[config.mk]
export PLATFORM = sky130hd
export DESIGN_NAME = stp_front
export DESIGN_NICKNAME = d
export VERILOG_FILES = /design/src/hdl/stp_pkg.sv /design/src/hdl/stp_front.sv
export SDC_FILE = /design/constraint.sdc
export NUM_CORES = 1
export LEC_CHECK = 0
export BUFFER_PORTS_ARGS = -buffer_cell sky130_fd_sc_hd__buf_4
export CORE_UTILIZATION = 40
export CTS_BUF_LIST = sky130_fd_sc_hd__clkbuf_8
export CTS_CLUSTER_SIZE = 40
export DETAILED_ROUTE_END_ITERATION = 10
export PLACE_DENSITY_LB_ADDON = 0.05
export SYNTH_ARGS = -nofsm -noshare
export SYNTH_HDL_FRONTEND = slang
export SYNTH_SLANG_ARGS = --single-unit
export TNS_END_PERCENT = 5
[constraint.sdc]
create_clock -name clk -period 4 [get_ports clk]
set_input_delay 0.2 -clock clk [delete_from_list [all_inputs] [get_ports clk]]
set_output_delay 0.2 -clock clk [all_outputs]
set_load 0.05 [all_outputs]
[src/hdl/stp_pkg.sv]
package stp_pkg;

  localparam int ORDER_SLOTS = 64;
  localparam int QDEPTH = 2;
  localparam int QPTR_W = (QDEPTH > 1) ? $clog2(QDEPTH) : 1;
  localparam int QCNT_W = $clog2(QDEPTH + 1);

  localparam logic [1:0] ST_OK         = 2'd0;
  localparam logic [1:0] ST_SELF_TRADE = 2'd1;
  localparam logic [1:0] ST_FULL       = 2'd2;

  localparam logic REG_CROSS_MODE = 1'b0;

  typedef struct packed {
    logic        cmd;
    logic [7:0]  account_id;
    logic [47:0] client_ref;
    logic [31:0] instrument_id;
    logic [31:0] price_ticks;
    logic        is_limit;
    logic        is_buy;
    logic        is_immediate;
  } req_t;

  typedef struct packed {
    logic [1:0]  status;
    logic [47:0] opposite_ref;
  } rsp_t;

  typedef enum logic {OP_CHECK, OP_REMOVE} op_e;

  typedef enum logic [1:0] {S_IDLE, S_CMP, S_SEL} state_e;

  typedef struct packed {
    logic valid;
    op_e  op;
    req_t item;
  } queue_head_t;

  // isolate the lowest set bit
  function automatic logic [ORDER_SLOTS-1:0] lowest_one(input logic [ORDER_SLOTS-1:0] v);
    return v & (~v + {{(ORDER_SLOTS-1){1'b0}}, 1'b1});
  endfunction

endpackage

[src/hdl/stp_front.sv]
module stp_front (
  input  logic                clk,
  input  logic                rst,
  input  logic                req_valid,
  output logic                req_stall,
  input  stp_pkg::req_t       req,
  output stp_pkg::queue_head_t head,
  input  logic                pop
);
  import stp_pkg::*;

  typedef struct packed {
    op_e  op;
    req_t item;
  } entry_t;

  entry_t              entries [QDEPTH];
  logic [QPTR_W-1:0]   wr_ptr;
  logic [QPTR_W-1:0]   rd_ptr;
  logic [QCNT_W-1:0]   count;
  logic                push;
  logic                do_pop;

  assign req_stall = (count == QCNT_W'(QDEPTH));
  assign push      = req_valid && !req_stall;
  assign do_pop    = pop && (count != '0);

  always_ff @(posedge clk) begin
    if (rst) begin
      wr_ptr <= '0;
      rd_ptr <= '0;
      count  <= '0;
    end else begin
      if (push) begin
        wr_ptr <= (wr_ptr == QPTR_W'(QDEPTH - 1)) ? '0 : wr_ptr + 1'b1;
      end
      if (do_pop) begin
        rd_ptr <= (rd_ptr == QPTR_W'(QDEPTH - 1)) ? '0 : rd_ptr + 1'b1;
      end
      count <= count + QCNT_W'(push) - QCNT_W'(do_pop);
    end
  end

  // classify on entry
  always_ff @(posedge clk) begin
    if (push) begin
      entries[wr_ptr].op   <= req.cmd ? OP_REMOVE : OP_CHECK;
      entries[wr_ptr].item <= req;
    end
  end

  always_comb begin
    head.valid = (count != '0);
    head.op    = entries[rd_ptr].op;
    head.item  = entries[rd_ptr].item;
  end

endmodule

==> impl_metrics.toml <==
[sta]
rsz0062_at_grt = "false"
max_freq_mhz = 383
post-route-min-period_ns = 2.61
slew_violations = 0
worst_slew_pin_slew_ns = 0.936
setup_viol = 0
fin_tns_setup_ns = 0
finClkSkew_ns = 0.0175
hold_viol = 0
maxSlewHeadroom_pct = 37.6
worst_slack_ns = 1.39
min_period_over_period_pct = 65.3

[synth]
synth_cell_types = 23
async_flop_share_pct = 0
seq_area_frac_synth_pct = 80.0
syn-mean-instance-area_um2 = 22.8
synth-warning-count = 0
ys_ff_latch = 253
netlist.area_leader.share_pct = 79.0
synth_edf_count = 248
synthFlopType = "edfxtp_1"
synth_area_leader_cell = "edfxtp_1"
syn-num-nets = 544
synthCells = 414
syn_area_mm2 = 0.00943
synth.top_cells.by_area = "edfxtp_1, mux2_4, mux2_2, dfxtp_1, buf_6"

[worst_setup_path]
worstPathMaxFanout = 39
cp.required_ns = 3.80
crit_chain = "buf_4, mux2_2, buf_4"
cp_data_arrival_time_ns = 2.41
cp_num_buf_inv = 2
path_common_cell = "buf_4"
max_stage_delay_ns = 0.75
critical_path.top_delay_family = "flip-flops"
start_kind = "flop"
critPathKind = "reg2out"
slowest_stage = "dfxtp_4"
end_kind = "output port"

[clock_tree]
clk_latency_ns = 0.52
ctsResizeCount = 0
cts_max_path_buffers = 3
cts_root_buf = "clkbuf_8"
cts_sinks = 253
cts_made_buffers = 41
clkTransAtPathRegs_ns = 0.06
htreeDepth = 2
cts_tree = "done"

[global_route]
grt_max_degree = 64
grt_overflow_total = 0
grt_pass1_wl_um = 29400
grt_pass1_vias = 5738
grt_use_total_pct = 16.0
antenna_found_initial = 0

[detailed_routing]
routed_via_density = 4.49
vias = 5232
drtPass1Iterations = 4
drc = 0
drt-total-wl_um = 19400
ant_nets = 0
wl_per_cell_um = 16.6
drt_iter0_drc = 239

[worst_hold_path]
hold_class = "in2reg"

[layout]
stdcell_area_mm2 = 0.0136
fill_cells = 1786
finalNetCount = 958
layoutNonFillerInstCount = 1166
syn_to_final_growth_pct = 44.6
layout-drive-gt1-share_pct = 51.6
antenna_cells = 0

[place]
placedCellCount = 973
io_buffers = 254
dp.final_hpwl_um = 12100
gp_congestion = 0.689
place_ws_ns = 1.57
place_area_mm2 = 0.0117

[power_and_ir_drop]
ir_drop_mv = 0.432
powerDensity_mw_per_mm2 = 681
p_leak_nw = 5.29

[floorplan]
initial_core_util_pct = 41.3
die_w_um = 156
dieHeight_um = 156
ios = 255
dieArea_mm2 = 0.0242
rows = 55
core_mm2 = 0.0228

[outcome]
status = "finished clean"

[job]
drv_cap = 0
path summary, 6_finish.rpt:
kind	start	to	slack, ns	cells past startpoint
worst max register to register	count[0]$_SDFF_PP0_	entries[0][48]$_DFFE_PP_	1.58	5
worst min-delay path	req_valid	wr_ptr$_SDFFE_PP0P_	0.07	4
worst min register to register	wr_ptr$_SDFFE_PP0P_	wr_ptr$_SDFFE_PP0P_	0.50	2
worst max-delay path	flop	head[6]	1.39	3
final cells by class:
type / instances / area (µm²) / share of cell area [%]
tap: 313 / 392 / 2.87
multi-input combinational: 142 / 1750 / 12.8
sequential: 253 / 7550 / 55.4
clock inverter: 25 / 105 / 0.771
inverter: 4 / 17.5 / 0.128
timing repair buffer: 386 / 3240 / 23.7
clock buffer: 43 / 592 / 4.34
cell usage after synthesis (2+ instances only):
library cell  instances
nor2_1                3
dfxtp_1               5
edfxtp_1            248
buf_2                 6
mux2_4               60
buf_6                 8
ha_1                  2
mux2_2               64
inv_1                 4
placed cells by master (no fill, tap or decap), drive strengths merged:
cell and count:
buf 261, edfxtp 248, dlygate4sd3 125, mux2 124, clkbuf 43, inv 15
clkinv 13, dfxtp 5, nor2 3, ha 2, o21a 1, or2 1
nand2b 1, nand2 1, and3 1, or3 1, nor2b 1, xnor2 1
o21ai 1, a21oi 1, xor2 1, and2 1, nor3 1, clkinvlp 1
logic make-up after synthesis:
logic type / count (synthesis) / synth area share, %
flip-flops: 253 / 80.0
multiplexers: 124 / 17.2
buffers and inverters: 19 / 1.51
AND/OR/NAND/NOR: 11 / 0.637
AO/OA/AOI/OAI: 3 / 0.186
XOR/XNOR: 2 / 0.186
adder cells (fa/ha/maj): 2 / 0.265
worst register-to-register path: cells and delay by family, from the launching register on:
| family | cells | cell delay, ns |
|---|---|---|
| and+or+nand+nor | 2 | 0.54 |
| DFF | 1 | 0.38 |
| buffers and inverters | 3 | 1.17 |
registers in the layout, indices dropped and copies added, names as in the netlist, named ones only:
signal	flops
wr_ptr	1
count	2
rd_ptr	1
entries	248
metrics by stage:
step,hold slack [ns],utilization (%),power [mW]
floorplan,0.269,-,6.37
global placement,0.384,51.2,7.32
detailed placement,0.388,51.2,7.37
CTS,0.0204,59.7,9.43
global route,0.0770,59.7,9.69
finish,0.0712,59.7,9.29
layer usage:
layer / vias to the layer above / global-route usage [%] / part of all wire, % / wire length, µm
met5: - / 0 / 0 / 0
met4: 0 / 5.37 / 1.7 / 336
met3: 32 / 5.00 / 7.4 / 1440
met2: 184 / 27.8 / 51 / 9840
met1: 2550 / 18.8 / 40 / 7790
li1: 2466 / - / - / -
power by group:
part	internal [mW]	switching, mW
Combinational	1.38	2.45
Sequential	3.38	0.158
Clock	0.986	0.935
repair_timing:
item / in CTS / in global routing
buffers inserted: 0 / 0
hold buffers: 125 / 0
hold endpoints to repair: 253 / 0
Power figures use the tool's default switching activity.
